`src/rtl/cts_pkg.sv`:
```
// shared types, codes and helpers for the cyclic transmit scheduler
package cts_pkg;

    localparam int MAX_RESULTS = 16;
    localparam int EMIT_W = 5;

    typedef enum logic [2:0] {
        CMD_ADD_CYCLIC = 3'd0,
        CMD_ADD_ONCE   = 3'd1,
        CMD_REMOVE     = 3'd2,
        CMD_CLEAR      = 3'd3,
        CMD_SCAN       = 3'd4
    } cmd_t;

    typedef enum logic [2:0] {
        KIND_FRAME   = 3'd0,
        KIND_DONE    = 3'd1,
        KIND_FULL    = 3'd2,
        KIND_MISSING = 3'd3,
        KIND_IDLE    = 3'd4
    } kind_t;

    // one table entry; flags bit 0 remote, bit 1 extended
    typedef struct packed {
        logic [28:0] id;
        logic [3:0]  len;
        logic [1:0]  flags;
        logic [63:0] data;
        logic [31:0] period;
        logic [31:0] due;
    } slot_t;

    // mask over the first len payload bytes, all eight above 8
    function automatic logic [63:0] byte_mask(input logic [3:0] len);
        logic [63:0] m;
        m = '0;
        for (int b = 0; b < 8; b++)
        begin
            if (4'(b) < len)
                m[b*8 +: 8] = 8'hFF;
        end
        return m;
    endfunction

endpackage

```
`src/rtl/can_cyclic_tx_scheduler_core.sv`:
```
// top level of the cyclic CAN transmit scheduler core
//
// A command is taken when start is high and busy is low. Add and clear answer
// in the next cycle. Remove and scan walk the table through a memory with one
// write port and a registered read port, reading each stored entry in S_READ,
// processing it in S_PROC and closing in S_FINISH; busy falls in the cycle of
// the last result, and the walk compacts the table in place as entries are
// deleted. Each result is shown for exactly one cycle with result_valid high
// and cannot be stalled; last marks the final result of a command, and a scan
// emits at most 16 frames. Unknown commands give no result.
module can_cyclic_tx_scheduler_core #(
    parameter int TABLE_DEPTH = 16
) (
    input  logic        clk,
    input  logic        rst_n,
    input  logic        start,
    output logic        busy,
    input  logic [2:0]  command,
    input  logic [31:0] now_ms,
    input  logic [28:0] frame_id,
    input  logic [3:0]  frame_len,
    input  logic        remote_flag,
    input  logic        extended_flag,
    input  logic [63:0] payload,
    input  logic [31:0] period_ms,
    input  logic [31:0] first_due_ms,
    output logic        result_valid,
    output logic [2:0]  kind,
    output logic [28:0] out_id,
    output logic [3:0]  out_len,
    output logic        out_remote,
    output logic        out_extended,
    output logic [63:0] out_payload,
    output logic        last
);

    localparam int IW = $clog2(TABLE_DEPTH);
    localparam int CW = $clog2(TABLE_DEPTH + 1);

    typedef enum logic [1:0] {
        S_IDLE,
        S_READ,
        S_PROC,
        S_FINISH
    } state_t;

    state_t               state_reg;
    logic [CW-1:0]        count_reg;
    logic [CW-1:0]        rd_idx_reg;
    logic [CW-1:0]        wr_idx_reg;
    logic [cts_pkg::EMIT_W-1:0] emit_reg;
    logic                 found_reg;
    logic                 is_scan_reg;
    logic [31:0]          now_reg;
    cts_pkg::slot_t       key_reg;
    cts_pkg::slot_t       buf_reg;

    logic                 result_valid_reg;
    logic [2:0]           kind_reg;
    logic [28:0]          out_id_reg;
    logic [3:0]           out_len_reg;
    logic                 out_remote_reg;
    logic                 out_extended_reg;
    logic [63:0]          out_payload_reg;
    logic                 last_reg;

    cts_pkg::slot_t       mem [TABLE_DEPTH];
    cts_pkg::slot_t       rd_data_reg;

    logic                 wr_en;
    logic [IW-1:0]        wr_addr;
    cts_pkg::slot_t       wr_data;
    cts_pkg::slot_t       new_slot;
    cts_pkg::slot_t       key_in;
    logic                 is_add;
    logic                 accept;
    logic                 hit;
    logic                 due_hit;
    logic                 keep;

    cts_match u_match (
        .entry (rd_data_reg),
        .key   (key_reg),
        .hit   (hit)
    );

    // entry and key built from the incoming transaction
    always_comb
    begin
        accept = start && (state_reg == S_IDLE);
        is_add = (command == cts_pkg::CMD_ADD_CYCLIC) || (command == cts_pkg::CMD_ADD_ONCE);
        new_slot.id    = frame_id;
        new_slot.len   = frame_len;
        new_slot.flags = {extended_flag, remote_flag};
        new_slot.data  = payload;
        new_slot.due   = first_due_ms;
        if (command == cts_pkg::CMD_ADD_ONCE)
            new_slot.period = 32'd0;
        else
            new_slot.period = (period_ms == 32'd0) ? 32'd1 : period_ms;
        key_in = new_slot;
        key_in.period = (period_ms == 32'd0) ? 32'd1 : period_ms;
    end

    // per-entry decision during a walk
    always_comb
    begin
        due_hit = (rd_data_reg.due <= now_reg) &&
                  (emit_reg < cts_pkg::EMIT_W'(cts_pkg::MAX_RESULTS));
        if (is_scan_reg)
            keep = !due_hit || (rd_data_reg.period != 32'd0);
        else
            keep = !(hit && !found_reg);
    end

    // memory write port: add in idle, compacting write-back during a walk
    always_comb
    begin
        wr_en   = 1'b0;
        wr_addr = count_reg[IW-1:0];
        wr_data = new_slot;
        if (accept && is_add && (count_reg < CW'(TABLE_DEPTH)))
            wr_en = 1'b1;
        else if (state_reg == S_PROC)
        begin
            wr_en   = keep;
            wr_addr = wr_idx_reg[IW-1:0];
            wr_data = rd_data_reg;
            if (is_scan_reg && due_hit)
                wr_data.due = now_reg + rd_data_reg.period;
        end
    end

    // table memory with registered read
    always_ff @(posedge clk)
    begin
        if (wr_en)
            mem[wr_addr] <= wr_data;
        rd_data_reg <= mem[rd_idx_reg[IW-1:0]];
    end

    // command sequencer and result registers
    always_ff @(posedge clk or negedge rst_n)
    begin
        if (!rst_n)
        begin
            state_reg        <= S_IDLE;
            count_reg        <= '0;
            rd_idx_reg       <= '0;
            wr_idx_reg       <= '0;
            emit_reg         <= '0;
            found_reg        <= 1'b0;
            is_scan_reg      <= 1'b0;
            now_reg          <= '0;
            key_reg          <= '0;
            buf_reg          <= '0;
            result_valid_reg <= 1'b0;
            kind_reg         <= cts_pkg::KIND_DONE;
            out_id_reg       <= '0;
            out_len_reg      <= '0;
            out_remote_reg   <= 1'b0;
            out_extended_reg <= 1'b0;
            out_payload_reg  <= '0;
            last_reg         <= 1'b0;
        end
        else
        begin
            result_valid_reg <= 1'b0;
            last_reg         <= 1'b0;
            kind_reg         <= cts_pkg::KIND_DONE;
            out_id_reg       <= '0;
            out_len_reg      <= '0;
            out_remote_reg   <= 1'b0;
            out_extended_reg <= 1'b0;
            out_payload_reg  <= '0;
            case (state_reg)
                S_IDLE:
                begin
                    if (accept)
                    begin
                        now_reg     <= now_ms;
                        key_reg     <= key_in;
                        rd_idx_reg  <= '0;
                        wr_idx_reg  <= '0;
                        emit_reg    <= '0;
                        found_reg   <= 1'b0;
                        is_scan_reg <= (command == cts_pkg::CMD_SCAN);
                        case (command) inside
                            cts_pkg::CMD_ADD_CYCLIC, cts_pkg::CMD_ADD_ONCE:
                            begin
                                result_valid_reg <= 1'b1;
                                last_reg         <= 1'b1;
                                if (count_reg < CW'(TABLE_DEPTH))
                                begin
                                    count_reg <= count_reg + 1'b1;
                                    kind_reg  <= cts_pkg::KIND_DONE;
                                end
                                else
                                    kind_reg <= cts_pkg::KIND_FULL;
                            end
                            cts_pkg::CMD_CLEAR:
                            begin
                                count_reg        <= '0;
                                result_valid_reg <= 1'b1;
                                last_reg         <= 1'b1;
                                kind_reg         <= cts_pkg::KIND_DONE;
                            end
                            cts_pkg::CMD_REMOVE, cts_pkg::CMD_SCAN:
                            begin
                                if (count_reg == '0)
                                    state_reg <= S_FINISH;
                                else
                                    state_reg <= S_READ;
                            end
                            default:
                            begin
                                state_reg <= S_IDLE;
                            end
                        endcase
                    end
                end
                S_READ:
                begin
                    state_reg <= S_PROC;
                end
                S_PROC:
                begin
                    if (keep)
                        wr_idx_reg <= wr_idx_reg + 1'b1;
                    if (!is_scan_reg && hit && !found_reg)
                        found_reg <= 1'b1;
                    // flush the previous due frame, hold this one for last
                    if (is_scan_reg && due_hit)
                    begin
                        buf_reg  <= rd_data_reg;
                        emit_reg <= emit_reg + 1'b1;
                        if (emit_reg != '0)
                        begin
                            result_valid_reg <= 1'b1;
                            kind_reg         <= cts_pkg::KIND_FRAME;
                            out_id_reg       <= buf_reg.id;
                            out_len_reg      <= buf_reg.len;
                            out_remote_reg   <= buf_reg.flags[0];
                            out_extended_reg <= buf_reg.flags[1];
                            out_payload_reg  <= buf_reg.data;
                        end
                    end
                    rd_idx_reg <= rd_idx_reg + 1'b1;
                    if (rd_idx_reg + 1'b1 == count_reg)
                        state_reg <= S_FINISH;
                    else
                        state_reg <= S_READ;
                end
                S_FINISH:
                begin
                    count_reg        <= wr_idx_reg;
                    result_valid_reg <= 1'b1;
                    last_reg         <= 1'b1;
                    state_reg        <= S_IDLE;
                    if (!is_scan_reg)
                        kind_reg <= found_reg ? cts_pkg::KIND_DONE : cts_pkg::KIND_MISSING;
                    else if (emit_reg == '0)
                        kind_reg <= cts_pkg::KIND_IDLE;
                    else
                    begin
                        kind_reg         <= cts_pkg::KIND_FRAME;
                        out_id_reg       <= buf_reg.id;
                        out_len_reg      <= buf_reg.len;
                        out_remote_reg   <= buf_reg.flags[0];
                        out_extended_reg <= buf_reg.flags[1];
                        out_payload_reg  <= buf_reg.data;
                    end
                end
                default:
                begin
                    state_reg <= S_IDLE;
                end
            endcase
        end
    end

    assign busy         = (state_reg != S_IDLE);
    assign result_valid = result_valid_reg;
    assign kind         = kind_reg;
    assign out_id       = out_id_reg;
    assign out_len      = out_len_reg;
    assign out_remote   = out_remote_reg;
    assign out_extended = out_extended_reg;
    assign out_payload  = out_payload_reg;
    assign last         = last_reg;

    // table fill never exceeds its depth
    assert property (@(posedge clk) disable iff (!rst_n) count_reg <= CW'(TABLE_DEPTH))
        else $error("table count above depth");

    // non-frame results always close their transaction
    assert property (@(posedge clk) disable iff (!rst_n)
        (result_valid && (kind != cts_pkg::KIND_FRAME)) |-> last)
        else $error("status result without last");

    // clear answers in the next cycle and empties the table
    assert property (@(posedge clk) disable iff (!rst_n)
        (start && !busy && (command == cts_pkg::CMD_CLEAR)) |=>
        (result_valid && (kind == cts_pkg::KIND_DONE) && (count_reg == '0)))
        else $error("clear did not complete");

    // compaction write pointer never passes the read pointer
    assert property (@(posedge clk) disable iff (!rst_n) wr_idx_reg <= rd_idx_reg)
        else $error("write pointer ahead of read pointer");

endmodule

```
`src/rtl/cts_match.sv`:
```
// content compare of one table entry against the remove key
module cts_match (
    input  cts_pkg::slot_t entry,
    input  cts_pkg::slot_t key,
    output logic           hit
);

    logic [63:0] mask;

    // id, length, flags, interval and the valid payload bytes must agree
    always_comb
    begin
        mask = cts_pkg::byte_mask(key.len);
        hit  = (entry.id == key.id) && (entry.len == key.len) &&
               (entry.flags == key.flags) && (entry.period == key.period) &&
               (((entry.data ^ key.data) & mask) == 64'd0);
    end

endmodule
```
`config.mk`:
```
export PLATFORM = sky130hd
export DESIGN_NAME = can_cyclic_tx_scheduler_core
export DESIGN_NICKNAME = d
export VERILOG_FILES = /design/src/rtl/cts_pkg.sv /design/src/rtl/can_cyclic_tx_scheduler_core.sv /design/src/rtl/cts_match.sv
export SDC_FILE = /design/constraint.sdc
export NUM_CORES = 2
export LEC_CHECK = 0
export BUFFER_PORTS_ARGS = -buffer_cell sky130_fd_sc_hd__clkbuf_2
export CAP_MARGIN = 40
export CELL_PAD_IN_SITES_DETAIL_PLACEMENT = 1
export CELL_PAD_IN_SITES_GLOBAL_PLACEMENT = 2
export CORE_ASPECT_RATIO = 1.5
export CORE_MARGIN = 2
export CORE_UTILIZATION = 51
export DETAILED_ROUTE_END_ITERATION = 16
export PLACE_DENSITY = 0.94
export SYNTH_ARGS = -nofsm -noshare
export SYNTH_HDL_FRONTEND = slang
export SYNTH_HIERARCHICAL = 1
export SYNTH_SLANG_ARGS = --single-unit
```
`constraint.sdc`:
```
create_clock -name clk -period 30.1 [get_ports clk]
set_input_delay 1.505 -clock clk [delete_from_list [all_inputs] [get_ports clk]]
set_output_delay 1.505 -clock clk [all_outputs]
set_load 0.005 [all_outputs]
```
# After elaboration in Yosys (flattened, before gate mapping)
# Memory sizes are Yosys's and may differ from the RTL's. A register that Yosys moved wholly into a read port is not among the register bits.
# Index checks and enable logic that the tools add are counted.
# Widths: inputs -> output; s select.
dict set report op_classes {
  mux 82
  bitwise 2
  n_eq_ne 20
  n_reduce_logical 39
  n_addsub 5
  n_lt_le_gt_ge 11
}
# operator count
set ops {}
lappend ops {{$mux 163} 2}
lappend ops {{$mux 64} 4}
lappend ops {{$pmux 64 s2} 1}
lappend ops {{$mux 29} 4}
lappend ops {{$mux 32} 3}
lappend ops {{$and 64x64->64} 1}
lappend ops {{$logic_not 64->1} 1}
lappend ops {{$mux 8} 8}
lappend ops {{$xor 64x64->64} 1}
lappend ops {{$pmux 29 s2} 1}
lappend ops {{$pmux 5 s2} 4}
lappend ops {{$mux 5} 7}
lappend ops {{$add 32x32->32} 1}
lappend ops {{$eq 32x32->1} 1}
lappend ops {{$le 32x32->1} 1}
lappend ops {{$logic_not 32->1} 1}
lappend ops {{$reduce_bool 32->1} 1}
lappend ops {{$eq 29x29->1} 1}
lappend ops {{$mux 4} 6}
lappend ops {{$mux 1} 22}
lappend ops {{$add 5x1->5 const B} 4}
lappend ops {{$mux 2} 10}
lappend ops {{$lt 3x4->1 const A} 4}
lappend ops {{$logic_and 1x1->1} 12}
lappend ops {{other kinds (32)} 58}
dict set report word_totals {
  word_cells 185
  n_memories 1
  out_inout_bits 105
  mem_bits_rw 2608
  in_bits 201
  ff_bits 390
}
# memory words word_bits read_ports rd_ports_with_merged_regs write_ports line_no
set memory_table {}
lappend memory_table {mem 16 163 1 1 1 can_cyclic_tx_scheduler_core.sv:67} ;# cts_pkg::slot_t mem [TABLE_DEPTH];

# Logic depth before layout (Yosys ltp)
dict set report logic_depth {
  word_depth 12
  ltp_mapped 12
  mapped_depth_nobuf 12
}

# By module
# The synthesis kept the hierarchy.
# module area_each_um2 n_inst seq_area_each_um2 cells_each
set by_module_without_submodules {}
lappend by_module_without_submodules {can_cyclic_tx_scheduler_core 123095.6 1 92139.6 6933}
lappend by_module_without_submodules {cts_match 1516.5 1 0.0 187}

# Worst setup path before layout
# OpenSTA, ideal clock, no wires.
dict set report synth_path {
  path_type {input to register}
  start {in command[1]}
  end {mem mem[4][0] (netlist name), enable pin}
  arrival_time_ns 9.750
  slack_ns 19.643
  cell_stages 8
  setup_ns 0.706
  cell_sequence {clkbuf_1 nor2_1 nand4_1 nand2_1 clkbuf_1 nor3b_1 a21oi_1 nor2b_1}
}
dict set report synth_between {
  elab_chain_cells 7
  word_cells_on_any_way 9
}
# item line_no
set synth_lines {}
lappend synth_lines {{start, declared} can_cyclic_tx_scheduler_core.sv:18} ;# input logic [2:0] command,
lappend synth_lines {{$eq 3x1->1 / $logic_not 3->1 (equally long branches)} can_cyclic_tx_scheduler_core.sv:91} ;# is_add = (command == cts_pkg::CMD_ADD_CYCLIC) || (command == cts_pkg::CMD_ADD_ONCE);
lappend synth_lines {{$logic_or 1x1->1 *} can_cyclic_tx_scheduler_core.sv:91}
lappend synth_lines {{$logic_and 1x1->1 * (2 in series)} can_cyclic_tx_scheduler_core.sv:122} ;# if (accept && is_add && (count_reg < CW'(TABLE_DEPTH)))
lappend synth_lines {{$mux 1} can_cyclic_tx_scheduler_core.sv:122}
lappend synth_lines {{$mux 1} can_cyclic_tx_scheduler_core.sv:137} ;# if (wr_en)
lappend synth_lines {{$mux 1 (implied by the code)} can_cyclic_tx_scheduler_core.sv:138} ;# mem[wr_addr] <= wr_data;
lappend synth_lines {{end, declared} can_cyclic_tx_scheduler_core.sv:67}
# Mark *: on every way between the ends. The rest lies on a longest branch, timed or not.

# Worst setup path in the final report
dict set report layout_path {
  start {reg key_reg[133] (netlist name)}
  end {mem mem[8][107] (netlist name), enable pin}
}
dict set report layout_between {
  elab_chain_cells 12
  word_cells_on_any_way 30
}
# item line_no
set layout_lines {}
lappend layout_lines {{start, declared} can_cyclic_tx_scheduler_core.sv:55} ;# cts_pkg::slot_t key_reg;
lappend layout_lines {{start signal, assigned} can_cyclic_tx_scheduler_core.sv:182} ;# key_reg <= key_in;
lappend layout_lines {{$lt 1x4->1 (tied with other cells)} cts_pkg.sv:39} ;# if (4'(b) < len)
lappend layout_lines {{$mux 8 / $logic_and 1x1->1 (equally long branches)} {cts_pkg.sv:39, cts_match.sv:14}}
lappend layout_lines {{$and 64x64->64 / $logic_and 1x1->1 (equally long branches)} {cts_match.sv:16, cts_match.sv:14}}
lappend layout_lines {{$logic_not 64->1 / $logic_and 1x1->1 (equally long branches)} {cts_match.sv:16, cts_match.sv:15}}
lappend layout_lines {{$logic_and 1x1->1 *} cts_match.sv:15} ;# (entry.flags == key.flags) && (entry.period == key.period) &&
lappend layout_lines {{named net hit} can_cyclic_tx_scheduler_core.sv:77} ;# logic hit;
lappend layout_lines {{$logic_and 1x1->1 *} can_cyclic_tx_scheduler_core.sv:113} ;# keep = !(hit && !found_reg);
lappend layout_lines {{$logic_not 1->1 *} can_cyclic_tx_scheduler_core.sv:113}
lappend layout_lines {{$mux 1 *} can_cyclic_tx_scheduler_core.sv:110} ;# if (is_scan_reg)
lappend layout_lines {{$mux 1 *} can_cyclic_tx_scheduler_core.sv:124} ;# else if (state_reg == S_PROC)
lappend layout_lines {{$mux 1 *} can_cyclic_tx_scheduler_core.sv:122}
lappend layout_lines {{$mux 1 *} can_cyclic_tx_scheduler_core.sv:137}
lappend layout_lines {{$mux 1 (implied by the code) *} can_cyclic_tx_scheduler_core.sv:138}
# Mark *: on every way through the listed nets, which the timed path passes. The rest lies on a longest branch.

==> impl_metrics.ini <==
[clocking]
clkTransAtPathRegs_ps = 70
holdBufCountCts = 0
cts_made_buffers = 294
clockBufferDepth = 4
postCtsSetupBuffers = 0
cts_root_buf = clkbuf_16
insertion_delay_ps = 910
cts_resized = 0
clkSinkCount = 3161
htreeDepth = 5
cts_tree = done

[sta]
worst_pin_slew_ps = 1310
fin_setup_tns_ps = 0
finClkSkew_ps = 92.9
min_period_ps = 6600
post-route-worst-setup-slack_ps = 23500
finalHoldViolCount = 0
relSlewSlack_pct = 12.8
drv_slew = 0
finalSetupViolations = 0
fin_crit_sh_pct = 21.9
fmax_mhz = 151
rsz0062_at_grt = false

[layout]
fin_nets = 7741
final_area_um2 = 140000
largest_register_ffs = 2608
regArea_um2 = 91400
drive_gt1_share_pct = 22.1
multiInputGateArea_um2 = 30700
n_fill_cell = 21400
syn_to_final_growth_pct = 13.3

[global_route]
grt_pass1_vias = 77400
grt_overflow = 0
antenna_found_initial = 25
grt_pass1_wl_mm = 561
track_usage_pct = 31.8
grt_max_degree = 147

[logic_synthesis]
syn_inst = 7054
syn_area_per_cell_um2 = 17.5
syn_nets = 7329
ys_warn_count = 6
netlist_area_um2 = 123000

[status]
status = completed

[placed_design]
dp_worst_setup_slack_ps = 23110
gp_congestion = 0.929
dp_hpwl_mm = 217
placed_cell_area_um2 = 130000
io_buffer_count = 305

[critical_path]
cpPeakStageDelay_ps = 860
start_kind = flip-flop
worstPathCellList = a21oi_1, o21ai_0, nor4_1, and4_1, nor3b_1, a41oi_1, o21ai_1, nor2_1, a32o_1, nor2b_4, buf_4, buf_4, buf_4
crit_arrival_ps = 7050
worstPathMaxFanout = 42
cp.buffers_inverters = 3
worst-r2r-cell-count = 13
cp_common_cell = buf_4
critPathRequiredTime_ps = 30550
worst-path-stages = 13
worstSetupPathType = reg -> reg
endpoint_kind = flip-flop
crit_family = buffers and inverters
worst_path_max_delay_cell = buf_4

[die]
fp-row-count = 221
dieWidth_um = 406
core_um2 = 241000
ios = 306
start_util_pct = 51.2
die_area_um2 = 246000
die_h_um = 607

[min_path]
hp-class = reg -> reg
hold_depth = 1

[drt]
dr.pass1.iters = 6
post-route-drc-count = 0
num_vias = 72500
routed_wl_mm = 393
detail_route.wl_per_cell_um = 35.9
drt_iter0_markers = 9670
ant_nets = 0
viasPerCell = 6.63

[pwr]
power.density_nw_per_um2 = 102
p_leak_nw = 48.5
ir_drop_mv = 0.0905

[run]
drv_cap = 0
## through the flow
step	total power [W]	util [%]	std cells	hold slack, ps
floorplan	0.00868	-	7054	447
global placement	0.00993	53.5	10400	461
detailed placement	0.0103	53.9	10400	469
CTS	0.0142	58.0	10900	462
global route	0.0147	58.0	10900	493
finish	0.0143	58.0	10900	452
## cell usage in the layout (no fill, tap or decap), drive strengths merged, types with 54 or more instances in the layout
cell,count
inv,73
a21oi,226
xnor2,80
mux2i,520
buf,182
clkinv,80
nand2,562
mux2,426
mux4,326
dfrtp,389
clkbuf,698
nor2,54
ha,73
edfxtp,2608
o21ai,397
dfxtp,163
a221oi,166
a22oi,165
and2,106
xor2,81
## cell type report
class,count,share of cell area (%)
antenna,13,0.0233
clock buffer,393,5.86
sequential,3161,65.3
timing repair buffer,487,2.69
multi-input combinational,3463,21.9
tap,3233,2.89
clock inverter,134,1.13
inverter,59,0.158
## routing by layer
metal | global-route usage [%] | share of wire [%]
met2 | 52.8 | 49
met4 | 15.9 | 5.5
met5 | 0 | 0.033
met1 | 39.5 | 35
met3 | 7.10 | 11
## path summary, 6_finish.rpt
path                                     startpoint                   endpoint  slack, ps
max reg2reg                key_reg[133]$_DFFE_PN0P_      mem[8][107]$_DFFE_PP_      23500
min reg2reg                buf_reg[109]$_DFFE_PN0P_  out_payload[45]$_DFF_PN0_        450
min in group asynchronous                     rst_n    key_reg[66]$_DFFE_PN0P_        630
max                        key_reg[133]$_DFFE_PN0P_      mem[8][107]$_DFFE_PP_      23500
max in group asynchronous                     rst_n   buf_reg[115]$_DFFE_PN0P_      26780
min                        buf_reg[109]$_DFFE_PN0P_  out_payload[45]$_DFF_PN0_        450
## report_power, final
group	total [W]	internal (W)	leakage (nW)	switching, W
combinational	0.00412	0.00145	13.8	0.00267
sequential	0.00630	0.00584	29.9	0.000461
clock	0.00390	0.00220	4.79	0.00169
No activity file was read; power rests on OpenSTA's default activity.
